<file path="src/hdl/sm83_pkg.sv">
package sm83_pkg;

  typedef enum logic [4:0] {
    OP_ADD      = 5'd0,
    OP_ADC      = 5'd1,
    OP_SUB      = 5'd2,
    OP_SBC      = 5'd3,
    OP_AND      = 5'd4,
    OP_OR       = 5'd5,
    OP_XOR      = 5'd6,
    OP_CP       = 5'd7,
    OP_INC8     = 5'd8,
    OP_DEC8     = 5'd9,
    OP_RLC      = 5'd10,
    OP_RRC      = 5'd11,
    OP_RL       = 5'd12,
    OP_RR       = 5'd13,
    OP_SLA      = 5'd14,
    OP_SRA      = 5'd15,
    OP_SRL      = 5'd16,
    OP_SWAP     = 5'd17,
    OP_BIT      = 5'd18,
    OP_RES      = 5'd19,
    OP_SET      = 5'd20,
    OP_DAA      = 5'd21,
    OP_CPL      = 5'd22,
    OP_RLCA     = 5'd23,
    OP_RRCA     = 5'd24,
    OP_RLA      = 5'd25,
    OP_RRA      = 5'd26,
    OP_ADD16    = 5'd27,
    OP_ADD_SP_E = 5'd28,
    OP_INC16    = 5'd29,
    OP_DEC16    = 5'd30
  } alu_op_t;

  localparam int unsigned FLAG_Z = 3;
  localparam int unsigned FLAG_N = 2;
  localparam int unsigned FLAG_H = 1;
  localparam int unsigned FLAG_C = 0;

  localparam logic [8:0] DAA_ADJ_LO = 9'h006;
  localparam logic [8:0] DAA_ADJ_HI = 9'h060;
  localparam logic [8:0] DAA_LIMIT  = 9'h09F;
  localparam logic [3:0] BCD_MAX    = 4'h9;

  typedef struct packed {
    alu_op_t     op;
    logic [15:0] operand_a;
    logic [15:0] operand_b;
    logic [2:0]  bit_index;
    logic [3:0]  flags_in;
  } item_t;

  typedef struct packed {
    logic [15:0] result;
    logic [3:0]  flags_out;
  } res_t;

endpackage

</file>
<file path="src/hdl/sm83_alu_with_flags.sv">
// sm83 alu with flags
//
// item channel: item_valid / item_stall carry one operation per transaction
// (opcode, two 16-bit operands, bit index, incoming z/n/h/c flags).
// res channel: res_valid / res_stall carry the value and the new flags,
// exactly one result transaction per item transaction, in order.
//
// the item is taken into the input register, then the alu logic writes the
// result register. throughput: one item per cycle while res_stall is low;
// the alu is a single pass of adders and muxes between those two registers.
//
// when the receiver stalls, the result register holds its transaction and
// one more item is still taken into the input register; item_stall rises
// only when both registers are full and res_stall is high.
// reset (rst, synchronous) empties both registers; nothing is offered
// until a new item arrives.
module sm83_alu_with_flags (
  input  logic           clk,
  input  logic           rst,
  input  logic           item_valid,
  output logic           item_stall,
  input  sm83_pkg::item_t item,
  output logic           res_valid,
  input  logic           res_stall,
  output sm83_pkg::res_t  res
);

  logic            s1_valid;
  sm83_pkg::item_t s1_item;
  logic            res_open;
  logic            s1_load;
  sm83_pkg::res_t  res_next;

  assign res_open   = !res_valid || !res_stall;
  assign s1_load    = !s1_valid || res_open;
  assign item_stall = !s1_load;

  always_ff @(posedge clk) begin
    if (rst) begin
      s1_valid  <= 1'b0;
      res_valid <= 1'b0;
    end else begin
      if (s1_load) begin
        s1_valid <= item_valid;
      end
      if (res_open) begin
        res_valid <= s1_valid;
      end
    end
    if (item_valid && s1_load) begin
      s1_item <= item;
    end
    if (res_open && s1_valid) begin
      res <= res_next;
    end
  end

  always_comb begin
    logic [15:0] a16;
    logic [15:0] b16;
    logic [7:0]  a;
    logic [7:0]  b;
    logic        cin;
    logic        cy;
    logic [8:0]  sum9;
    logic [4:0]  sum5;
    logic [8:0]  dif9;
    logic [4:0]  dif5;
    logic [7:0]  r8;
    logic [7:0]  mask;
    logic [8:0]  daa9;
    logic        daa_c;
    logic [16:0] sum17;
    logic [12:0] sum13;
    logic [15:0] sext;
    logic [3:0]  fin;
    logic [3:0]  fl;
    logic [15:0] r16;

    a16   = s1_item.operand_a;
    b16   = s1_item.operand_b;
    a     = a16[7:0];
    b     = b16[7:0];
    fin   = s1_item.flags_in;
    cin   = fin[sm83_pkg::FLAG_C];
    cy    = cin && (s1_item.op == sm83_pkg::OP_ADC || s1_item.op == sm83_pkg::OP_SBC);
    sum9  = {1'b0, a} + {1'b0, b} + {8'd0, cy};
    sum5  = {1'b0, a[3:0]} + {1'b0, b[3:0]} + {4'd0, cy};
    dif9  = {1'b0, a} - {1'b0, b} - {8'd0, cy};
    dif5  = {1'b0, a[3:0]} - {1'b0, b[3:0]} - {4'd0, cy};
    mask  = 8'd1 << s1_item.bit_index;
    sum17 = {1'b0, a16} + {1'b0, b16};
    sum13 = {1'b0, a16[11:0]} + {1'b0, b16[11:0]};
    sext  = {{8{b[7]}}, b};

    daa9  = {1'b0, a};
    daa_c = cin;
    if (!fin[sm83_pkg::FLAG_N]) begin
      if (fin[sm83_pkg::FLAG_H] || (a[3:0] > sm83_pkg::BCD_MAX)) begin
        daa9 = daa9 + sm83_pkg::DAA_ADJ_LO;
      end
      if (cin || (daa9 > sm83_pkg::DAA_LIMIT)) begin
        daa9  = daa9 + sm83_pkg::DAA_ADJ_HI;
        daa_c = 1'b1;
      end
    end else begin
      if (fin[sm83_pkg::FLAG_H]) begin
        daa9 = daa9 - sm83_pkg::DAA_ADJ_LO;
      end
      if (cin) begin
        daa9 = daa9 - sm83_pkg::DAA_ADJ_HI;
      end
    end

    r8  = 8'd0;
    r16 = a16;
    fl  = fin;
    unique case (s1_item.op)
      sm83_pkg::OP_ADD, sm83_pkg::OP_ADC: begin
        r8  = sum9[7:0];
        r16 = {8'd0, r8};
        fl  = {r8 == 8'd0, 1'b0, sum5[4], sum9[8]};
      end
      sm83_pkg::OP_SUB, sm83_pkg::OP_SBC: begin
        r8  = dif9[7:0];
        r16 = {8'd0, r8};
        fl  = {r8 == 8'd0, 1'b1, dif5[4], dif9[8]};
      end
      sm83_pkg::OP_CP: begin
        fl = {dif9[7:0] == 8'd0, 1'b1, dif5[4], dif9[8]};
      end
      sm83_pkg::OP_AND: begin
        r8  = a & b;
        r16 = {8'd0, r8};
        fl  = {r8 == 8'd0, 1'b0, 1'b1, 1'b0};
      end
      sm83_pkg::OP_OR: begin
        r8  = a | b;
        r16 = {8'd0, r8};
        fl  = {r8 == 8'd0, 3'b000};
      end
      sm83_pkg::OP_XOR: begin
        r8  = a ^ b;
        r16 = {8'd0, r8};
        fl  = {r8 == 8'd0, 3'b000};
      end
      sm83_pkg::OP_INC8: begin
        r8  = a + 8'd1;
        r16 = {8'd0, r8};
        fl  = {r8 == 8'd0, 1'b0, a[3:0] == 4'hF, cin};
      end
      sm83_pkg::OP_DEC8: begin
        r8  = a - 8'd1;
        r16 = {8'd0, r8};
        fl  = {r8 == 8'd0, 1'b1, a[3:0] == 4'h0, cin};
      end
      sm83_pkg::OP_RLC, sm83_pkg::OP_RLCA: begin
        r8  = {a[6:0], a[7]};
        r16 = {8'd0, r8};
        fl  = {(s1_item.op == sm83_pkg::OP_RLC) && (r8 == 8'd0), 2'b00, a[7]};
      end
      sm83_pkg::OP_RRC, sm83_pkg::OP_RRCA: begin
        r8  = {a[0], a[7:1]};
        r16 = {8'd0, r8};
        fl  = {(s1_item.op == sm83_pkg::OP_RRC) && (r8 == 8'd0), 2'b00, a[0]};
      end
      sm83_pkg::OP_RL, sm83_pkg::OP_RLA: begin
        r8  = {a[6:0], cin};
        r16 = {8'd0, r8};
        fl  = {(s1_item.op == sm83_pkg::OP_RL) && (r8 == 8'd0), 2'b00, a[7]};
      end
      sm83_pkg::OP_RR, sm83_pkg::OP_RRA: begin
        r8  = {cin, a[7:1]};
        r16 = {8'd0, r8};
        fl  = {(s1_item.op == sm83_pkg::OP_RR) && (r8 == 8'd0), 2'b00, a[0]};
      end
      sm83_pkg::OP_SLA: begin
        r8  = {a[6:0], 1'b0};
        r16 = {8'd0, r8};
        fl  = {r8 == 8'd0, 2'b00, a[7]};
      end
      sm83_pkg::OP_SRA: begin
        r8  = {a[7], a[7:1]};
        r16 = {8'd0, r8};
        fl  = {r8 == 8'd0, 2'b00, a[0]};
      end
      sm83_pkg::OP_SRL: begin
        r8  = {1'b0, a[7:1]};
        r16 = {8'd0, r8};
        fl  = {r8 == 8'd0, 2'b00, a[0]};
      end
      sm83_pkg::OP_SWAP: begin
        r8  = {a[3:0], a[7:4]};
        r16 = {8'd0, r8};
        fl  = {r8 == 8'd0, 3'b000};
      end
      sm83_pkg::OP_BIT: begin
        fl = {(a & mask) == 8'd0, 1'b0, 1'b1, cin};
      end
      sm83_pkg::OP_RES: begin
        r8  = a & ~mask;
        r16 = {8'd0, r8};
      end
      sm83_pkg::OP_SET: begin
        r8  = a | mask;
        r16 = {8'd0, r8};
      end
      sm83_pkg::OP_DAA: begin
        r8  = daa9[7:0];
        r16 = {8'd0, r8};
        fl  = {r8 == 8'd0, fin[sm83_pkg::FLAG_N], 1'b0, daa_c};
      end
      sm83_pkg::OP_CPL: begin
        r8  = ~a;
        r16 = {8'd0, r8};
        fl  = {fin[sm83_pkg::FLAG_Z], 1'b1, 1'b1, cin};
      end
      sm83_pkg::OP_ADD16: begin
        r16 = sum17[15:0];
        fl  = {fin[sm83_pkg::FLAG_Z], 1'b0, sum13[12], sum17[16]};
      end
      sm83_pkg::OP_ADD_SP_E: begin
        r16 = a16 + sext;
        fl  = {2'b00, sum5[4], sum9[8]};
      end
      sm83_pkg::OP_INC16: begin
        r16 = a16 + 16'd1;
      end
      sm83_pkg::OP_DEC16: begin
        r16 = a16 - 16'd1;
      end
      default: begin
        r16 = a16;
        fl  = fin;
      end
    endcase

    res_next.result    = r16;
    res_next.flags_out = fl;
  end

  // pipeline bookkeeping checks
  a_reset_empty: assert property (@(posedge clk)
    rst |=> !s1_valid && !res_valid)
    else $error("pipeline not empty after reset");

  a_stall_only_full: assert property (@(posedge clk) disable iff (rst)
    item_stall |-> s1_valid && res_valid && res_stall)
    else $error("item stalled while pipeline has room");

  a_accept_loads: assert property (@(posedge clk) disable iff (rst)
    item_valid && !item_stall |=> s1_valid)
    else $error("accepted transaction lost from input register");

  a_advance: assert property (@(posedge clk) disable iff (rst)
    s1_valid && res_open |=> res_valid)
    else $error("input register advanced without a result");

  a_hold_on_stall: assert property (@(posedge clk) disable iff (rst)
    s1_valid && !res_open |=> s1_valid && $stable(s1_item))
    else $error("held transaction changed while result stalled");

endmodule

</file>
<file path="config.mk">
export PLATFORM = sky130hd
export DESIGN_NAME = sm83_alu_with_flags
export DESIGN_NICKNAME = d
export VERILOG_FILES = /design/src/hdl/sm83_pkg.sv /design/src/hdl/sm83_alu_with_flags.sv
export SDC_FILE = /design/constraint.sdc
export NUM_CORES = 1
export LEC_CHECK = 0
export BUFFER_PORTS_ARGS = -buffer_cell sky130_fd_sc_hd__buf_4
export CORE_ASPECT_RATIO = 1.75
export CORE_MARGIN = 2
export CORE_UTILIZATION = 25
export CTS_BUF_LIST = sky130_fd_sc_hd__clkbuf_8
export DETAILED_ROUTE_END_ITERATION = 7
export GPL_TIMING_DRIVEN = 0
export PLACE_DENSITY = 0.44
export SLEW_MARGIN = 20
export SYNTH_ARGS = -nofsm -noshare
export SYNTH_HDL_FRONTEND = slang
export SYNTH_SLANG_ARGS = --single-unit
</file>
<file path="constraint.sdc">
create_clock -name clk -period 4.7 [get_ports clk]
set_input_delay 0.235 -clock clk [delete_from_list [all_inputs] [get_ports clk]]
set_output_delay 0.235 -clock clk [all_outputs]
set_load 0.02 [all_outputs]
</file>
==> results of run 1 <==
sequential cells by signal, summed over array words and instances, names as in the netlist:
signal and flops:
s1_item 44, s1_valid 1, res 20, res_valid 1
metal layers:
layer	vias to the layer above	track usage (%)	wire length [um]
li1	3541	-	-
met1	3645	21.2	11700
met2	278	39.3	17100
met3	130	2.99	1200
met4	0	18.4	3170
met5	-	0	0
placed cells by master, fill, tap and decap left out, drive strengths merged, types with 5 or more instances in the layout:
| master | instances |
|---|---|
| a211oi | 11 |
| a21boi | 5 |
| a21o | 8 |
| a21oi | 56 |
| a221oi | 12 |
| a31oi | 8 |
| a32oi | 8 |
| and2 | 7 |
| and3 | 15 |
| buf | 90 |
| clkbuf | 46 |
| dlygate4sd3 | 45 |
| edfxtp | 64 |
| fa | 6 |
| ha | 67 |
| inv | 41 |
| mux2i | 8 |
| nand2 | 66 |
| nand2b | 10 |
| nand3 | 35 |
| nand4 | 19 |
| nor2 | 67 |
| nor2b | 15 |
| nor3 | 26 |
| nor3b | 5 |
| nor4 | 9 |
| o2111ai | 8 |
| o211ai | 9 |
| o21a | 11 |
| o21ai | 60 |
| o221ai | 10 |
| o22ai | 17 |
| or3 | 5 |
| xnor2 | 41 |
| xor2 | 26 |
cell families after synthesis:
logic type | count (synthesis) | share of synthesized area (%)
muxes | 8 | 1.09
DFF | 66 | 26.8
xor gates and xnor gates | 67 | 8.11
buffers and inverters | 95 | 5.26
and+or+nand+nor | 293 | 20.1
AOI/OAI and AO/OA | 269 | 25.5
adders and majority gates | 74 | 13.2
power groups by stage:
| stage | sequential [W] | combinational (W) | clock [W] |
|---|---|---|---|
| 2_1_floorplan | 0.000743 | 0.000507 | 0 |
| 3_3_place_gp | 0.000744 | 0.000793 | 0 |
| 3_5_place_dp | 0.000741 | 0.000796 | 0 |
| 4_1_cts | 0.000728 | 0.000827 | 0.000549 |
| 5_1_grt | 0.000732 | 0.000904 | 0.000571 |
| 6_report | 0.000727 | 0.000838 | 0.000526 |
critical path, cell delays in order (launching register included):
cell	delay, ns
edfxtp_1	0.46
clkbuf_1	0.28
nor2b_1	0.53
nand3_1	0.24
fa_1	0.47
fa_1	0.50
o21a_1	0.22
nor2_1	0.25
o21ai_0	0.26
a21o_1	0.24
a21oi_1	0.19
xnor2_1	0.16
o32ai_1	0.11
o32a_1	0.36
metrics by stage:
step / utilization [%] / instances
finish: 31.4 / 1384
global placement: 28.9 / 1319
detailed placement: 29.1 / 1321
CTS: 31.2 / 1378
global route: 31.4 / 1384
floorplan: - / 872
cell type report:
cell class / instances / area share [%]
Multi-Input combinational cell: 711 / 55.3
Inverter: 40 / 1.66
Tap cell: 378 / 5.24
Clock inverter: 7 / 0.859
Antenna cell: 1 / 0.0277
Sequential cell: 66 / 21.7
Clock buffer: 9 / 1.37
Buffer: 55 / 2.63
Timing Repair Buffer: 117 / 11.2
worst paths after layout:
check / from / endpoint / slack, ns / cells after the start
min reg2reg: s1_valid$_SDFFE_PP0N_ / res_valid$_SDFFE_PP0P_ / 0.51 / 2
max reg2reg: s1_item[43]$_DFFE_PP_ / res[0]$_DFFE_PP_ / 0.17 / 13
min: item_valid / s1_valid$_SDFFE_PP0N_ / 0.07 / 3
max: s1_item[43]$_DFFE_PP_ / res[0]$_DFFE_PP_ / 0.17 / 13
repair_timing:
action                                  in CTS  in global routing
endpoints found under the setup margin       1                  3
pin swaps                                    1                  0
buffers inserted                             1                  0
hold buffers                                40                  5
endpoints found under the hold margin       41                  5
gates resized for setup                      1                  4
==> impl_metrics.yaml, run 1 <==
run_status:
  outcome: "finished clean"
synth:
  ys_top_cells_by_area: "edfxtp_1 26%, ha_1 11%, xnor2_1 4.8%"
  yosysTopAreaCellShare_pct: 26.2
  ys_warn_count: 0
  avgSynthCellArea_um2: 8.40
  ys_seq_elements: 66
  yosysUniqueCellTypes: 81
  synth_seq_area_share_pct: 26.8
  yosysTopAreaCell: "edfxtp_1"
  async_flop_share_pct: 0
  syn-num-nets: 993
  synth_common_cells: "67 x ha_1, 67 x nor2_1, 65 x nand2_1, 64 x edfxtp_1, 59 x o21ai_0"
  syn_area_mm2: 0.00732
  synth_ff_type: "edfxtp_1"
  synth_enable_flop_cells: 64
  synthCells: 872
grt:
  grt_start_max_net_pins: 25
  grt_pass1_wl_um: 48700
  grtUsageTotal_pct: 21.6
  grt_pass1_vias: 7786
  gr-total-overflow: 0
  antenna_found_initial: 1
place:
  io_buffer_count: 69
  gp_congestion: 0.971
  hpwlAfterDp_um: 26300
  dp_slack_ns: -0.166
  place_area_mm2: 0.00836
drt:
  via_count: 7594
  drtIter0Drc: 491
  viasPerCell: 5.49
  routed_wl_um: 33100
  firstDrtPassIters: 5
  wl_per_cell_um: 23.9
  detail-route-antenna-nets: 0
  drc_errors: 0
power:
  total_leakage_power_nw: 3.44
  power_frac_seq_pct: 34.8
  p_total_w: 0.00209
  vdd_drop_max_uv: 174
  clkPwrFrac_pct: 25.1
  combPwrFrac_pct: 40.1
  netSwitchingPower_w: 0.000827
  sw_frac_of_total_pct: 39.5
  power_density_mw_per_mm2: 232
  p_int_w: 0.00126
floorplan:
  initial_utilization_pct: 25.5
  die_area_mm2: 0.0307
  die_y_um: 230
  rows: 82
  core_area_mm2: 0.0287
  pin_count: 70
  fp.dieW_um: 133
sta:
  drv_slew: 0
  hold-worst-slack_ns: 0.0684
  hold_viol: 0
  worst_slew_pin_slew_ns: 1.20
  fmax_ghz: 0.221
  final.min_clock_period_ns: 4.53
  fin_ws_ns: 0.167
  setup_tns_ns: 0
  rsz0062_at_grt: "no"
  skew_ns: 0.0179
  min_period_over_period_pct: 96.4
  setup_viol: 0
  maxSlewHeadroom_pct: 19.8
clock_network:
  path_clk_slew_ns: 0.09
  cts_buffers: 9
  cts.sinks: 66
  clkLatencyLatePin_ns: 0.41
  cts_buffer_depth: 2
  root_buffer: "clkbuf_8"
  tritoncts: "built"
  cts_max_level: 3
setup_path:
  arrival_ns: 4.69
  worstPathRequired_ns: 4.85
  endpoint_kind: "flip-flop"
  path_max_fanout: 10
  critPathLaunchType: "flip-flop"
  critPathKind: "reg -> reg"
final_layout:
  fillerInstances: 3155
  seq_area_mm2: 0.00196
  final_layout_size_suffix_gt1_share_pct: 12.3
  final_nets: 1121
  multi_input_area_mm2: 0.00500
  design_area_mm2: 0.00903
  syn_to_final_growth_pct: 23.3
flow_run:
  cap_violations: 0
min_path:
  hold_class: "in -> reg"
Power figures use the tool's default switching activity.
==> run 2: changes to the inputs <==
- RECOVER_POWER: default -> 25
- SLEW_MARGIN: 20 -> 5
==> run 2 against run 1 <==
Worst hold slack got worse by 0.0072 ns. Largest power group unchanged. Critical path type unchanged. First-iteration DRC count fell by 4.9%. Core utilization rose by 0.11 points. Wire length barely moved. Clock skew barely moved. Global-route usage barely moved. Clock power fell by 0.8%. Flip-flop and latch count did not move. Sequential power barely moved. Die area did not move. Non-clock buffer count rose by 4.
==> impl_metrics.yaml, run 2 (synthesis gave the netlist of run 1 again) <==
min_path:
  hold_depth: 3
  holdPathEnd: "s1_valid$_SDFFE_PP0N_"
  hold_class: "in -> reg"
  worstHoldStart: "item_valid"
drt:
  routed_wl_um: 33100
  firstDrtPassIters: 5
  wl_per_cell_um: 23.9
  via_count: 7613
  detail-route-antenna-nets: 0
  drtIter0Drc: 467
  drc_errors: 0
  viasPerCell: 5.48
clock_network:
  clkLatencyLatePin_ns: 0.41
  cts.sinks: 66
  root_buffer: "clkbuf_8"
  path_clk_slew_ns: 0.09
  cts_buffer_depth: 2
  cts_buffers: 9
  tritoncts: "built"
  cts_max_level: 3
sta:
  final.min_clock_period_ns: 4.51
  hold_viol: 0
  drv_slew: 0
  maxSlewHeadroom_pct: 13.7
  setup_tns_ns: 0
  rsz0062_at_grt: "yes"
  worst_slew_pin_slew_ns: 1.29
  fmax_ghz: 0.222
  min_period_over_period_pct: 95.9
  setup_viol: 0
  fin_ws_ns: 0.195
  skew_ns: 0.0175
final_layout:
  syn_to_final_growth_pct: 23.7
  final_layout_size_suffix_gt1_share_pct: 12.7
  final_nets: 1125
  largest_reg_flops: 44
  top_register: "s1_item"
  final_cell_mix: "67 x ha_1, 66 x nor2_1, 65 x nand2_1, 64 x edfxtp_1, 59 x o21ai_0"
  mostFrequentLayoutCell: "ha_1"
  largestRegisters: "s1_item (44), res (20)"
place:
  io_buffer_count: 69
  hpwlAfterDp_um: 26300
  gp_congestion: 0.971
  dp_slack_ns: -0.171
floorplan:
  pin_count: 70
  core_area_mm2: 0.0287
  die_area_mm2: 0.0307
  rows: 82
  die_y_um: 230
  initial_utilization_pct: 25.5
  fp.dieW_um: 133
setup_path:
  critical_path.cell_chain: "clkbuf_1 > nor2b_1 > nand3_1 > fa_1 > fa_1 > o21a_1 > nor2_1 > o21ai_0 > a21o_1 > a21oi_1 > xnor2_1 > o32ai_1 > o32a_1"
  endpoint_kind: "flip-flop"
  crit_family: "compound AO/OA/AOI/OAI gates"
  reg2reg_from: "s1_item[43]$_DFFE_PP_"
  path_max_fanout: 10
  worst-path-buf-inv: 1
  worstRegToRegCells: 13
  timing.critical_path.mode_cell: "fa_1"
  arrival_ns: 4.67
  critPathKind: "reg -> reg"
  reg2reg_slack_ns: 0.19
  worstPathRequired_ns: 4.86
  worstReg2RegEnd: "res[0]$_DFFE_PP_"
  max_stage_delay_ns: 0.49
  slowest_stage: "fa_1"
  critPathLaunchType: "flip-flop"
grt:
  grtUsageMet3_pct: 3.10
  busiest_layer: "met2"
  grt_pass1_vias: 7820
  grtUsageMet2_pct: 39.4
  gr-total-overflow: 0
  grt_pass1_wl_um: 48800
  met1_usage_pct: 20.9
  grt_start_max_net_pins: 30
  grtUsageTotal_pct: 21.6
  antenna_found_initial: 1
run_status:
  outcome: "finished clean"
power:
  power_density_mw_per_mm2: 231
  total_leakage_power_nw: 3.45
  p_total_w: 0.00209
  vdd_drop_max_uv: 148
flow_run:
  cap_violations: 0
run 2: how the worst max path moves through the flow:
stage	from	depth (start not counted)	end	slack (ns)
3_5_place_dp	s1_item[41]$_DFFE_PP_	15	res[19]$_DFFE_PP_	-0.17
4_1_cts	s1_item[41]$_DFFE_PP_	15	res[6]$_DFFE_PP_	0.1
6_report	s1_item[43]$_DFFE_PP_	13	res[0]$_DFFE_PP_	0.19
3_3_place_gp	s1_item[43]$_DFFE_PP_	14	res[19]$_DFFE_PP_	-0.14
2_1_floorplan	s1_item[41]$_DFFE_PP_	15	res[19]$_DFFE_PP_	0.89
5_1_grt	s1_item[41]$_DFFE_PP_	15	res[19]$_DFFE_PP_	-0.02
run 2: area by class of cell:
type,instances,area (um2)
antenna,1,2.50
buffer,55,238
clock buffer,9,124
clock inverter,7,76.3
fill,3161,19700
inverter,40,150
multi-input combinational,711,5000
sequential,66,1960
tap,378,473
timing repair buffer,121,1040
run 2: power by group:
part	internal [W]	switching [W]	total, W	leakage (nW)
Clock	0.000248	0.000274	0.000522	0.0962
Combinational	0.000324	0.000520	0.000844	2.72
Sequential	0.000692	0.0000327	0.000725	0.634
Total	0.00126	0.000827	0.00209	3.45
run 2: through the flow:
stage / std cells / instance area [um2] / hold slack (ns) / util (%)
3_3_place_gp: 1319 / 8320 / 0.407 / 28.9
4_1_cts: 1383 / 9030 / 0.0410 / 31.4
6_report: 1388 / 9060 / 0.0612 / 31.6
2_1_floorplan: 872 / 7320 / 0.307 / -
3_5_place_dp: 1321 / 8370 / 0.411 / 29.1
5_1_grt: 1388 / 9060 / 0.0763 / 31.6
run 2: worst min-delay path, delay by kind of cell:
| kind | cells | cell delay, ns |
|---|---|---|
| and+or+nand+nor | 2 | 0.11 |
| buffers and inverters | 1 | 0.09 |
run 2: timing repair:
action	CTS	global route
setup buffers	1	4
gates cloned	0	0
setup endpoints to repair	3	4
pin swaps	1	0
resized for setup	1	4
hold buffers	45	0
hold endpoints to repair	46	0
run 2: per-layer routing:
metal,share of wire (%),vias up,wire (um)
met5,0,-,0
met4,9.5,0,3140
met3,3.4,128,1140
met2,52,251,17300
met1,35,3678,11600
li1,-,3556,-
